===== config.mk =====
export PLATFORM = sky130hd
export DESIGN_NAME = differential_drive_pwm_ramp_top
export DESIGN_NICKNAME = d
export VERILOG_FILES = /design/src/rtl/ddpr_pkg.sv /design/src/rtl/ddpr_ctrl.sv /design/src/rtl/ddpr_dp.sv /design/src/rtl/differential_drive_pwm_ramp_top.sv
export SDC_FILE = /design/constraint.sdc
export NUM_CORES = 2
export LEC_CHECK = 0
export BUFFER_PORTS_ARGS = -buffer_cell sky130_fd_sc_hd__buf_4
export CAP_MARGIN = 20
export CORE_AREA = 2 2 385 387
export CTS_CLUSTER_DIAMETER = 80
export DETAILED_ROUTE_END_ITERATION = 10
export DIE_AREA = 0 0 387 389
export GPL_ROUTABILITY_DRIVEN = 0
export PLACE_DENSITY = 0.53
export SETUP_SLACK_MARGIN = 0.2
export SLEW_MARGIN = 20
export SYNTH_ARGS = -nofsm -noshare
export SYNTH_HDL_FRONTEND = slang
export SYNTH_SLANG_ARGS = --single-unit

===== constraint.sdc =====
create_clock -name i_clk -period 5.9 [get_ports i_clk]
set_input_delay 0.295 -clock i_clk [delete_from_list [all_inputs] [get_ports i_clk]]
set_output_delay 0.295 -clock i_clk [all_outputs]
set_load 0.03 [all_outputs]

===== src/rtl/ddpr_pkg.sv =====
package ddpr_pkg;

    // Field and register widths.
    localparam int SPEED_W    = 8;
    localparam int PULSE_W    = 8;
    localparam int SPAN_W     = 8;
    localparam int TUNE_W     = 7;
    localparam int CFG_IDX_W  = 3;
    localparam int CFG_DATA_W = 8;

    // Number of intermediate pulse pairs in one ramp.
    localparam int RAMP_STEPS = 10;
    localparam int CNT_W      = $clog2(RAMP_STEPS + 1);

    // Accepted speed range, in percent.
    localparam int SPEED_LIMIT = 100;
    localparam logic signed [SPEED_W-1:0] SPEED_MAX = SPEED_W'(SPEED_LIMIT);
    localparam logic signed [SPEED_W-1:0] SPEED_MIN = SPEED_W'(-SPEED_LIMIT);

    // Division by 100 as a multiply by a rounded-up reciprocal. The scaled
    // magnitude stays below 2^22, which keeps the quotient exact.
    localparam int PERCENT      = 100;
    localparam int DIV100_SHIFT = 29;
    localparam int DIV100_K     = ((1 << DIV100_SHIFT) + PERCENT - 1) / PERCENT;
    localparam int DIV100_KW    = $clog2(DIV100_K + 1);
    localparam logic [DIV100_KW-1:0] DIV100_K_V = DIV100_KW'(DIV100_K);

    // Division of a pulse difference by the ramp length, same technique.
    localparam int STEP_SHIFT = 16;
    localparam int STEP_K     = ((1 << STEP_SHIFT) + RAMP_STEPS - 1) / RAMP_STEPS;
    localparam int STEP_KW    = $clog2(STEP_K + 1);
    localparam logic [STEP_KW-1:0] STEP_K_V = STEP_KW'(STEP_K);

    // Register reset values.
    localparam logic [PULSE_W-1:0] STOP_RESET = 8'd128;
    localparam logic [SPAN_W-1:0]  SPAN_RESET = 8'd127;
    localparam logic [TUNE_W-1:0]  TUNE_RESET = 7'd100;

    // Register indexes.
    typedef enum logic [CFG_IDX_W-1:0] {
        CFG_STOP_PULSE    = 3'd0,
        CFG_PULSE_SPAN    = 3'd1,
        CFG_TUNE_PERCENT  = 3'd2,
        CFG_LEFT_REVERSE  = 3'd3,
        CFG_RIGHT_REVERSE = 3'd4
    } t_cfg_idx;

    // Sequencer states.
    typedef enum logic [3:0] {
        S_IDLE,
        S_CHECK,
        S_REJECT,
        S_MUL_B,
        S_MUL_C,
        S_TARGET,
        S_DELTA,
        S_EMIT
    } t_state;

    // Commands from the sequencer to the datapath.
    typedef struct packed {
        logic capture;
        logic mul_a;
        logic mul_b;
        logic mul_c;
        logic target;
        logic delta;
        logic emit;
        logic last;
        logic reject;
    } t_dp_cmd;

    // Status from the datapath to the sequencer.
    typedef struct packed {
        logic in_range;
    } t_dp_status;

endpackage


===== src/rtl/ddpr_ctrl.sv =====
module ddpr_ctrl import ddpr_pkg::*; (
    input  logic       i_clk,
    input  logic       i_rst_n,
    input  logic       i_in_valid,
    output logic       o_in_stall,
    output logic       o_out_valid,
    input  logic       i_out_stall,
    input  t_dp_status i_status,
    output t_dp_cmd    o_cmd
);

    t_state           r_state, n_state;
    logic [CNT_W-1:0] r_cnt, n_cnt;
    logic             r_out_valid, n_out_valid;
    logic             w_slot_free;
    logic             w_last;

    // The output register can take a result when empty or being drained.
    assign w_slot_free = !r_out_valid || !i_out_stall;
    assign w_last      = (r_cnt == CNT_W'(RAMP_STEPS));
    assign o_in_stall  = (r_state != S_IDLE);
    assign o_out_valid = r_out_valid;

    // Next state.
    always_comb begin
        n_state = r_state;
        case (r_state)
            S_IDLE: begin
                if (i_in_valid) begin
                    n_state = S_CHECK;
                end
            end
            S_CHECK: begin
                n_state = i_status.in_range ? S_MUL_B : S_REJECT;
            end
            S_REJECT: begin
                if (w_slot_free) begin
                    n_state = S_IDLE;
                end
            end
            S_MUL_B:  n_state = S_MUL_C;
            S_MUL_C:  n_state = S_TARGET;
            S_TARGET: n_state = S_DELTA;
            S_DELTA:  n_state = S_EMIT;
            S_EMIT: begin
                if (w_slot_free && w_last) begin
                    n_state = S_IDLE;
                end
            end
            default: n_state = S_IDLE;
        endcase
    end

    // Datapath commands, step counter and output valid.
    always_comb begin
        o_cmd       = '0;
        n_cnt       = r_cnt;
        n_out_valid = r_out_valid && i_out_stall;
        case (r_state)
            S_IDLE: begin
                o_cmd.capture = i_in_valid;
            end
            S_CHECK: begin
                o_cmd.mul_a = 1'b1;
            end
            S_REJECT: begin
                if (w_slot_free) begin
                    o_cmd.reject = 1'b1;
                    n_out_valid  = 1'b1;
                end
            end
            S_MUL_B: begin
                o_cmd.mul_b = 1'b1;
            end
            S_MUL_C: begin
                o_cmd.mul_c = 1'b1;
            end
            S_TARGET: begin
                o_cmd.target = 1'b1;
            end
            S_DELTA: begin
                o_cmd.delta = 1'b1;
                n_cnt       = '0;
            end
            S_EMIT: begin
                if (w_slot_free) begin
                    o_cmd.emit  = 1'b1;
                    o_cmd.last  = w_last;
                    n_out_valid = 1'b1;
                    n_cnt       = r_cnt + 1'b1;
                end
            end
            default: begin
                o_cmd = '0;
            end
        endcase
    end

    // Control registers.
    always_ff @(posedge i_clk) begin
        if (!i_rst_n) begin
            r_state     <= S_IDLE;
            r_cnt       <= '0;
            r_out_valid <= 1'b0;
        end else begin
            r_state     <= n_state;
            r_cnt       <= n_cnt;
            r_out_valid <= n_out_valid;
        end
    end

endmodule


===== src/rtl/ddpr_dp.sv =====
module ddpr_dp import ddpr_pkg::*; (
    input  logic                      i_clk,
    input  logic                      i_rst_n,
    input  logic                      i_cfg_we,
    input  logic [CFG_IDX_W-1:0]      i_cfg_index,
    input  logic [CFG_DATA_W-1:0]     i_cfg_data,
    input  logic signed [SPEED_W-1:0] i_left_speed,
    input  logic signed [SPEED_W-1:0] i_right_speed,
    input  t_dp_cmd                   i_cmd,
    output t_dp_status                o_status,
    output logic [PULSE_W-1:0]        o_left_pulse,
    output logic [PULSE_W-1:0]        o_right_pulse,
    output logic                      o_final_step,
    output logic                      o_rejected
);

    localparam int PROD_A_W = SPAN_W + SPEED_W;
    localparam int PROD_B_W = PROD_A_W + TUNE_W;
    localparam int PROD_C_W = PROD_B_W + DIV100_KW;
    localparam int Q_W      = PROD_C_W - DIV100_SHIFT;
    localparam int SUM_W    = Q_W + 2;
    localparam int DIFF_W   = PULSE_W + 2;
    localparam int DELTA_W  = PULSE_W + 1;
    localparam int ACC_W    = PULSE_W + 2;
    localparam int DPROD_W  = STEP_SHIFT + PULSE_W;

    // Configuration registers.
    logic [PULSE_W-1:0] r_stop_pulse;
    logic [SPAN_W-1:0]  r_pulse_span;
    logic [TUNE_W-1:0]  r_tune_percent;
    logic               r_left_reverse;
    logic               r_right_reverse;

    // Per-side lanes: index 0 is left, index 1 is right.
    logic signed [SPEED_W-1:0] r_speed  [2];
    logic [PROD_A_W-1:0]       r_prod_a [2];
    logic [PROD_B_W-1:0]       r_prod_b [2];
    logic [Q_W-1:0]            r_q      [2];
    logic [PULSE_W-1:0]        r_tgt    [2];
    logic [PULSE_W-1:0]        r_held   [2];
    logic signed [DIFF_W-1:0]  r_diff   [2];
    logic signed [DELTA_W-1:0] r_delta  [2];
    logic signed [ACC_W-1:0]   r_acc    [2];
    logic [PULSE_W-1:0]        r_out    [2];
    logic                      r_final_step;
    logic                      r_rejected;

    logic                      w_rev     [2];
    logic                      w_neg     [2];
    logic [SPEED_W-1:0]        w_mag     [2];
    logic [PROD_C_W-1:0]       w_prod_c  [2];
    logic signed [SUM_W-1:0]   w_sum     [2];
    logic [PULSE_W-1:0]        w_sat     [2];
    logic signed [DIFF_W-1:0]  w_diff    [2];
    logic [PULSE_W-1:0]        w_dmag    [2];
    logic [DPROD_W-1:0]        w_dprod   [2];
    logic [PULSE_W-1:0]        w_dq      [2];
    logic signed [DELTA_W-1:0] w_delta   [2];
    logic                      w_ok      [2];

    // Register writes; indexes without a register are ignored.
    always_ff @(posedge i_clk) begin
        if (!i_rst_n) begin
            r_stop_pulse    <= STOP_RESET;
            r_pulse_span    <= SPAN_RESET;
            r_tune_percent  <= TUNE_RESET;
            r_left_reverse  <= 1'b0;
            r_right_reverse <= 1'b0;
        end else if (i_cfg_we) begin
            case (i_cfg_index)
                CFG_STOP_PULSE:    r_stop_pulse    <= i_cfg_data[PULSE_W-1:0];
                CFG_PULSE_SPAN:    r_pulse_span    <= i_cfg_data[SPAN_W-1:0];
                CFG_TUNE_PERCENT:  r_tune_percent  <= i_cfg_data[TUNE_W-1:0];
                CFG_LEFT_REVERSE:  r_left_reverse  <= i_cfg_data[0];
                CFG_RIGHT_REVERSE: r_right_reverse <= i_cfg_data[0];
                default: ;
            endcase
        end
    end

    assign w_rev[0] = r_left_reverse;
    assign w_rev[1] = r_right_reverse;

    // Lane arithmetic between the registered stages.
    always_comb begin
        for (int k = 0; k < 2; k++) begin
            // Sign and magnitude of the speed; -128 gives 128, which fits.
            w_neg[k] = r_speed[k][SPEED_W-1];
            w_mag[k] = w_neg[k] ? (~r_speed[k] + 1'b1) : r_speed[k];
            w_ok[k]  = (r_speed[k] <= SPEED_MAX) && (r_speed[k] >= SPEED_MIN);

            // Quotient by 100 through the reciprocal.
            w_prod_c[k] = PROD_C_W'(r_prod_b[k]) * PROD_C_W'(DIV100_K_V);

            // Apply the offset to the stop pulse and saturate to the pulse range.
            if (w_neg[k] ^ w_rev[k]) begin
                w_sum[k] = $signed(SUM_W'(r_stop_pulse)) - $signed(SUM_W'(r_q[k]));
            end else begin
                w_sum[k] = $signed(SUM_W'(r_stop_pulse)) + $signed(SUM_W'(r_q[k]));
            end
            if (w_sum[k][SUM_W-1]) begin
                w_sat[k] = '0;
            end else if (|w_sum[k][SUM_W-2:PULSE_W]) begin
                w_sat[k] = '1;
            end else begin
                w_sat[k] = w_sum[k][PULSE_W-1:0];
            end
            w_diff[k] = $signed(DIFF_W'(w_sat[k])) - $signed(DIFF_W'(r_held[k]));

            // Ramp step, truncated toward zero.
            w_dmag[k]  = r_diff[k][DIFF_W-1] ? PULSE_W'(-r_diff[k]) : PULSE_W'(r_diff[k]);
            w_dprod[k] = DPROD_W'(w_dmag[k]) * DPROD_W'(STEP_K_V);
            w_dq[k]    = w_dprod[k][STEP_SHIFT+PULSE_W-1:STEP_SHIFT];
            w_delta[k] = r_diff[k][DIFF_W-1] ? -$signed(DELTA_W'(w_dq[k]))
                                             : $signed(DELTA_W'(w_dq[k]));
        end
    end

    assign o_status.in_range = w_ok[0] && w_ok[1];

    // Lane pipeline and ramp accumulator.
    always_ff @(posedge i_clk) begin
        if (i_cmd.capture) begin
            r_speed[0] <= i_left_speed;
            r_speed[1] <= i_right_speed;
        end
        for (int k = 0; k < 2; k++) begin
            if (i_cmd.mul_a) begin
                r_prod_a[k] <= PROD_A_W'(r_pulse_span) * PROD_A_W'(w_mag[k]);
            end
            if (i_cmd.mul_b) begin
                r_prod_b[k] <= PROD_B_W'(r_prod_a[k]) * PROD_B_W'(r_tune_percent);
            end
            if (i_cmd.mul_c) begin
                r_q[k] <= w_prod_c[k][PROD_C_W-1:DIV100_SHIFT];
            end
            if (i_cmd.target) begin
                r_tgt[k]  <= w_sat[k];
                r_diff[k] <= w_diff[k];
                r_acc[k]  <= $signed(ACC_W'(r_held[k]));
            end
            if (i_cmd.delta) begin
                r_delta[k] <= w_delta[k];
            end
            if (i_cmd.emit) begin
                r_out[k] <= i_cmd.last ? r_tgt[k] : r_acc[k][PULSE_W-1:0];
                r_acc[k] <= r_acc[k] + ACC_W'(r_delta[k]);
            end else if (i_cmd.reject) begin
                r_out[k] <= r_held[k];
            end
        end
        if (i_cmd.emit) begin
            r_final_step <= i_cmd.last;
            r_rejected   <= 1'b0;
        end else if (i_cmd.reject) begin
            r_final_step <= 1'b1;
            r_rejected   <= 1'b1;
        end
    end

    // Held pulses; a new target replaces them once the ramp is set up.
    always_ff @(posedge i_clk) begin
        if (!i_rst_n) begin
            r_held[0] <= STOP_RESET;
            r_held[1] <= STOP_RESET;
        end else if (i_cmd.target) begin
            r_held[0] <= w_sat[0];
            r_held[1] <= w_sat[1];
        end
    end

    assign o_left_pulse  = r_out[0];
    assign o_right_pulse = r_out[1];
    assign o_final_step  = r_final_step;
    assign o_rejected    = r_rejected;

endmodule


===== src/rtl/differential_drive_pwm_ramp_top.sv =====
// Differential-drive PWM ramp. Each request carries a signed left and right
// speed in percent; the block turns them into target PWM pulses and emits
// RAMP_STEPS intermediate pulse pairs from the held pulses toward the target,
// then the target pair with o_final_step set. A request with either speed
// outside -100..100 yields one result that repeats the held pulses with
// o_final_step and o_rejected set. One request is worked at a time: the next
// request is accepted only after the sequencer returns to idle. The sequencer
// walks the lane through its range check, the three chained multiplies of
// the pulse offset, the target and ramp-step stages, and then hands one
// result per cycle to the output register while the output is not stalled.
// The user must write registers only while the block is idle; the block
// itself does not enforce it.
module differential_drive_pwm_ramp_top import ddpr_pkg::*; (
    input  logic                      i_clk,
    input  logic                      i_rst_n,
    input  logic                      i_cfg_we,
    input  logic [CFG_IDX_W-1:0]      i_cfg_index,
    input  logic [CFG_DATA_W-1:0]     i_cfg_data,
    input  logic                      i_in_valid,
    output logic                      o_in_stall,
    input  logic signed [SPEED_W-1:0] i_left_speed,
    input  logic signed [SPEED_W-1:0] i_right_speed,
    output logic                      o_out_valid,
    input  logic                      i_out_stall,
    output logic [PULSE_W-1:0]        o_left_pulse,
    output logic [PULSE_W-1:0]        o_right_pulse,
    output logic                      o_final_step,
    output logic                      o_rejected
);

    t_dp_cmd    w_cmd;
    t_dp_status w_status;

    // Sequencer.
    ddpr_ctrl u_ctrl (
        .i_clk       (i_clk),
        .i_rst_n     (i_rst_n),
        .i_in_valid  (i_in_valid),
        .o_in_stall  (o_in_stall),
        .o_out_valid (o_out_valid),
        .i_out_stall (i_out_stall),
        .i_status    (w_status),
        .o_cmd       (w_cmd)
    );

    // Pulse arithmetic and output register.
    ddpr_dp u_dp (
        .i_clk         (i_clk),
        .i_rst_n       (i_rst_n),
        .i_cfg_we      (i_cfg_we),
        .i_cfg_index   (i_cfg_index),
        .i_cfg_data    (i_cfg_data),
        .i_left_speed  (i_left_speed),
        .i_right_speed (i_right_speed),
        .i_cmd         (w_cmd),
        .o_status      (w_status),
        .o_left_pulse  (o_left_pulse),
        .o_right_pulse (o_right_pulse),
        .o_final_step  (o_final_step),
        .o_rejected    (o_rejected)
    );

endmodule


# ---- Word-level counts from Yosys, hierarchy flattened
# Memories as Yosys holds them, arrays and structs flattened.
# Cells that the tools add are included.
dict set report word_totals {
  register_bits 36
  mem_bits_rw 234
  in_bits 32
  out_inout_bits 20
  mem_count 10
}
dict set report classes {
  addsub 15
  n_mul 8
  order_cmp 4
  n_eq_ne 16
  muxes 61
  n_bitwise 10
  n_reduce_logical 23
}
# name words width read_ports rd_clocked_by_memory_dff wr line_no
set memory_table {}
lappend memory_table {u_dp.r_prod_b 2 23 2 0 2 ddpr_dp.sv:37} ;# logic [PROD_B_W-1:0] r_prod_b [2];
lappend memory_table {u_dp.r_q 2 17 2 0 2 ddpr_dp.sv:38} ;# logic [Q_W-1:0] r_q [2];
lappend memory_table {u_dp.r_prod_a 2 16 2 0 2 ddpr_dp.sv:36} ;# logic [PROD_A_W-1:0] r_prod_a [2];
lappend memory_table {u_dp.r_acc 2 10 2 0 2 ddpr_dp.sv:43} ;# logic signed [ACC_W-1:0] r_acc [2];
lappend memory_table {u_dp.r_diff 2 10 2 0 2 ddpr_dp.sv:41} ;# logic signed [DIFF_W-1:0] r_diff [2];
lappend memory_table {u_dp.r_delta 2 9 2 0 2 ddpr_dp.sv:42} ;# logic signed [DELTA_W-1:0] r_delta [2];
lappend memory_table {{4 more memories} n/a n/a n/a n/a n/a n/a}
# op n
set op_table {}
lappend op_table {{$mux W8} 14}
lappend op_table {{$mul A23 B22 Y45 const B} 2}
lappend op_table {{$mul A16 B7 Y23} 2}
lappend op_table {{$mul A8 B12 Y20 const B} 2}
lappend op_table {{$mux W19} 2}
lappend op_table {{$add A8 B17 Y18} 2}
lappend op_table {{$sub A8 B17 Y18} 2}
lappend op_table {{$mux W1} 33}
lappend op_table {{$mul A8 B8 Y16} 2}
lappend op_table {{$pmux W4 S8} 1}
lappend op_table {{$add A10 B9 Y10} 2}
lappend op_table {{$mux W10} 2}
lappend op_table {{$reduce_or A10 Y1} 2}
lappend op_table {{$mux W9} 2}
lappend op_table {{$neg A5 Y9} 2}
lappend op_table {{$sub A8 B8 Y9} 2}
lappend op_table {{$add A8 B1 Y8 const B} 2}
lappend op_table {{$eq A4 B3 Y1 const B} 4}
lappend op_table {{$ge A8 B8 Y1 const B} 2}
lappend op_table {{$le A8 B8 Y1 const B} 2}
lappend op_table {{$mux W4} 4}
lappend op_table {{$neg A8 Y8} 2}
lappend op_table {{$not A8 Y8} 2}
lappend op_table {{$reduce_and A2 Y1} 6}
lappend op_table {{22 further kinds} 39}

# ---- Depth between registers and ports, before layout
dict set report logic_depth {
  depth_word 8
  ltp_mapped 26
  mapped_depth_nobuf 26
}

# ---- Hierarchy
# A second synthesis with hierarchy kept.
dict set report unflattened {
  cells_unflattened 4388
  area_unflattened_um2 43773.2
}
# module n_inst cells_per_inst area_per_inst_um2 seq_area_each_um2
set modules_own_cells {}
lappend modules_own_cells {ddpr_dp 1 4319 43272.8 7337.0}
lappend modules_own_cells {ddpr_ctrl 1 69 500.5 160.2}

# ---- Worst setup path after synthesis
# OpenSTA, ideal clock, no wires.
dict set report synth_timing {
  path_kind {flip-flop to flip-flop}
  start {mem u_dp.r_prod_b[0][13] (netlist bit)}
  end {mem u_dp.r_q[0][16] (netlist bit), data pin}
  setup_time_ns 0.260
  t_arrival_ns 6.103
  slack_ns -0.463
  path_stages_with_launch 23
  path_buffers 0
  period_less_slack_ns 6.363
  cell_sequence {edfxtp_1 > ha_1 > inv_1 > fa_1 > fa_1 > inv_1 > fa_1 > fa_1 > fa_1 > inv_1 > fa_1 > inv_1 > ha_1 > a211oi_1 > o21ai_0 > o2111ai_1 > a21boi_0 > nor3_1 > a21oi_1 > a41o_1 > a311oi_1 > o21bai_1 > xnor2_1}
}
# item line_no
set synth_lines {}
lappend synth_lines {{from (decl)} ddpr_dp.sv:37}
lappend synth_lines {{to (decl)} ddpr_dp.sv:38}

==> results by stage <==
Logic synthesis:
- The post-synthesis async set-or-reset flop share is 0%.
- After synthesis, the mean cell area works out to 9.974 µm².
- The number of different library cells in the post-synthesis netlist is 82.
- The mapped cell area is 0.04365 mm².
- The cell count after synthesis came out at 4376.
- Summed over all instances, the cell type with the most area after synthesis is fa_1.
- Sorting the synthesized cells by area gives the leading types as fa_1 29%, ha_1 23%, edfxtp_1 16%, inv_1 8.5%, nand2_1 3.2%.
- The synthesized design contains 261 register bits.
- The number of warnings issued by yosys is 0.
- The number of synthesized flops with an enable pin is 227.
- The sequential share of the synthesized area is 17.18%.
- After synthesis, the largest area contributor takes up 28.71% of total cell area.
- The most instantiated flip-flop cell in the synthesis netlist is edfxtp_1.
- The total nets after synthesis is 5836.

Critical path:
- The critical path contains buffers and inverters numbering 11 combined.
- The critical path required time is 6.20 ns.
- The launching instance or port of the critical path is u_dp.r_prod_b[0][10].
- The worst reg2reg path endpoint is u_dp.r_q[0][3].
- Counting cells, the worst reg-to-reg path comes to 25.
- Of all nets on the critical path, the largest fanout is 4.
- The cell that appears most often on the critical path is buf_6.
- The timing endpoint of the critical path is u_dp.r_q[0][3].
- Among all stages on the critical path, the largest delay is contributed by fa_1.
- The kind of end point of the critical path is a register.
- The data arrival time of the worst path is 6.59 ns.
- For flop-to-flop paths, the worst setup slack is -0.38 ns.
- On the worst path, the slowest cell contributes a delay of 0.53 ns.
- The kind of cell with the highest combined delay along the critical path is adder cells.
- The sort of element at the start of the critical path is a register.
- The critical path is of the reg2reg type.
- The critical path depth is 25.
- The start of the worst register-to-register path is u_dp.r_prod_b[0][10].

Flow run:
- Across the run, the number of max-cap violations was 0.

Floorplan:
- The die area is 0.1505 mm².
- The chip height is 389 µm.
- The initial core utilization is 29.77%.
- The number of top-level pins is 52.
- The core area is 0.1466 mm².
- After floorplanning, the core was divided into 141 placement rows.
- Measured along the x axis, the die boundary spans 387 µm.

GRT:
- The number of global-route vias before repair came to 32.43k.
- The largest net degree at the start of global routing is 47.
- For this run, the total global-route usage over all layers was measured as 13.75%.
- The wire length of the first global-routing pass is 169.3 mm.
- The number of antenna violations at the first check in global routing came to 1.
- The total overflow left after global routing is 0.

Cells and area:
- The final-layout fill cell count is 14.65k.
- The number of antenna diodes in the final layout is 0.
- The final instance area is 0.05256 mm².
- The final-stage net count is 6329.
- The post-route netlist has 17.00% of its cells at a drive strength greater than 1.
- Leaving out fill and tap cells, the most frequent cell in the layout is inv_1.
- In the layout the commonest cells are 948 x inv_1, 740 x ha_1, 604 x fa_1, 460 x buf_4, 371 x nand2_1.
- The area growth from synthesis to layout is 20.42%.

STA:
- On the final layout, the worst clock skew is 0.02061 ns.
- The number of pins exceeding their max-slew limit in the final report is 0.
- Setup repair after global routing could not meet its margin everywhere.
- The post-layout worst setup margin is -0.3845 ns.
- The post-route fraction of the period consumed by the critical path is 106.5%.
- The worst-case headroom to the max-slew limit is 38.46%.
- Timing would allow up to 159.1 MHz.
- For the pin with the worst max-slew slack, the measured transition is 0.9214 ns.
- The worst hold slack is 0.03587 ns.
- Setup violations remaining at the end of the flow were counted as 28.
- The minimum period implied by the final worst setup slack is 6.284 ns.
- The final number of hold-violating endpoints came to 0.

Clocking:
- In this run the deepest clock path goes through 3 buffers.
- The root cell of the clock tree is clkbuf_16.
- The H-tree level count is 2.
- TritonCTS built the clock tree.
- The number of buffers added by the clock tree synthesis step is 35.
- The clock-pin slew reported for the worst setup and hold paths after clock tree synthesis is 0.06 ns.
- The clock latency at the later pin of the worst-skew pair is 0.57 ns.
- The number of sinks driven by the clock tree is 261.

Detailed routing:
- The violation count after the first detailed-route iteration is 1149.
- The mean number of vias per cell is 4.455.
- The detailed router put a total of 48.87 mm of wire on met1.
- After detailed routing, the number of remaining DRC violations is 0.
- Once detail routing completed, the nets flagged for antenna violations numbered 0.
- The routed design uses 48.50 mm of met2 wire.
- After detailed routing, the total wire length is 101.9 mm.
- The routed design uses 3.334 mm of met3 wire.
- The average wire length per cell after detail routing is 14.93 µm.
- The first detailed-routing pass ran for 7 iterations.
- The highest metal layer used by the detailed router is met5.
- The total via count in the routed design is 30.41k.

Outcome:
- The final reports fail on setup timing.
- The flow ran to the end, but the final reports show violations.

Place:
- The HPWL reported at the end of detailed placement is 87.49 mm.
- The number of port buffers is 51.
- Once placement finished, the instance area stood at 0.04916 mm².

Hold path:
- The tightest min-delay check is of the in2reg type.
- The worst hold path was traced through 3 stages.
- The source of the worst hold timing path is i_cfg_data[0].
==> logic make-up after synthesis <==
| kind of cell | Yosys count | synth area share, % |
|---|---|---|
| adder cells (fa/ha/maj) | 1428 | 51.70 |
| multiplexers | 25 | 0.5733 |
| XOR/XNOR | 183 | 3.689 |
| AND/OR/NAND/NOR | 896 | 9.858 |
| buffers and inverters | 1058 | 9.213 |
| flip-flops | 261 | 17.18 |
| AO/OA/AOI/OAI | 525 | 7.788 |
==> synth_stat cells (all sizes together) (25+ instances only) <==
cell type	count
inv	984
xor2	53
mux2i	25
ha	802
and2	146
edfxtp	227
a21oi	173
nand2b	29
o21bai	25
a21o	54
o21ai	90
a211oi	26
nand2	373
nor3	46
clkbuf	63
xnor2	130
nor2	138
fa	626
nor2b	41
nand3	36
dfxtp	34
==> worst min path at each step <==
stage / endpoint / slack (ns)
5_1_grt: u_dp.r_pulse_span[0] / 0.04
6_report: u_dp.r_pulse_span[0] / 0.04
4_1_cts: u_dp.r_pulse_span[0] / 0.0007
3_3_place_gp: u_dp.r_speed[0][5] / 0.47
3_5_place_dp: u_dp.r_speed[0][5] / 0.47
2_1_floorplan: u_dp.r_speed[0][0] / 0.39
==> final cells by class <==
class	instances	area, µm²	share of cell area [%]
repair buffers	530	4239	8.065
flip-flops and latches	261	7498	14.27
well taps	1930	2415	4.594
clock buffers	46	979.7	1.864
clock inverters	17	147.6	0.2809
multi-input cells	3057	33580	63.90
inverters	984	3696	7.032
==> sequential cells by signal, indices dropped and copies added, names as in the netlist, 18 cells and up <==
name and flops:
u_dp.r_prod_b 46, u_dp.r_prod_a 32, u_dp.r_diff 18, u_dp.r_q 34
==> layer usage <==
layer  track usage, %  vias to the layer above
met2            23.71                      346
met3            1.701                       86
met4            1.932                        2
li1                 -                    15109
met1            18.81                    14862
met5                0                        -
==> through the flow <==
stage	util (%)	std cells	setup WS (ns)	setup TNS, ns
after floorplan	-	4376	-0.1873	-0.5839
after CTS	34.99	6781	-0.3829	-6.542
final	35.85	6825	-0.3845	-7.043
after detailed placement	33.53	6659	-0.4979	-7.852
after global placement	33.53	6659	-0.4628	-6.666
after global routing	35.85	6825	-0.6612	-14.81
==> tightest hold or removal path, stage by stage <==
cell and delay [ns]:
buf_4 0.15, nand2_1 0.06, nand3_1 0.07
==> timing repair <==
| action | CTS | global route |
|---|---|---|
| hold endpoints to repair | 26 | 0 |
| hold buffers | 23 | 0 |
| resized for setup | 106 | 184 |
| setup buffers | 36 | 44 |
| cloned | 0 | 0 |
| endpoints found under the setup margin | 43 | 56 |
| pin swaps | 61 | 104 |
Power is not shown: default switching activity piles up to over one toggle a cycle in this logic, so the estimate is an artifact.
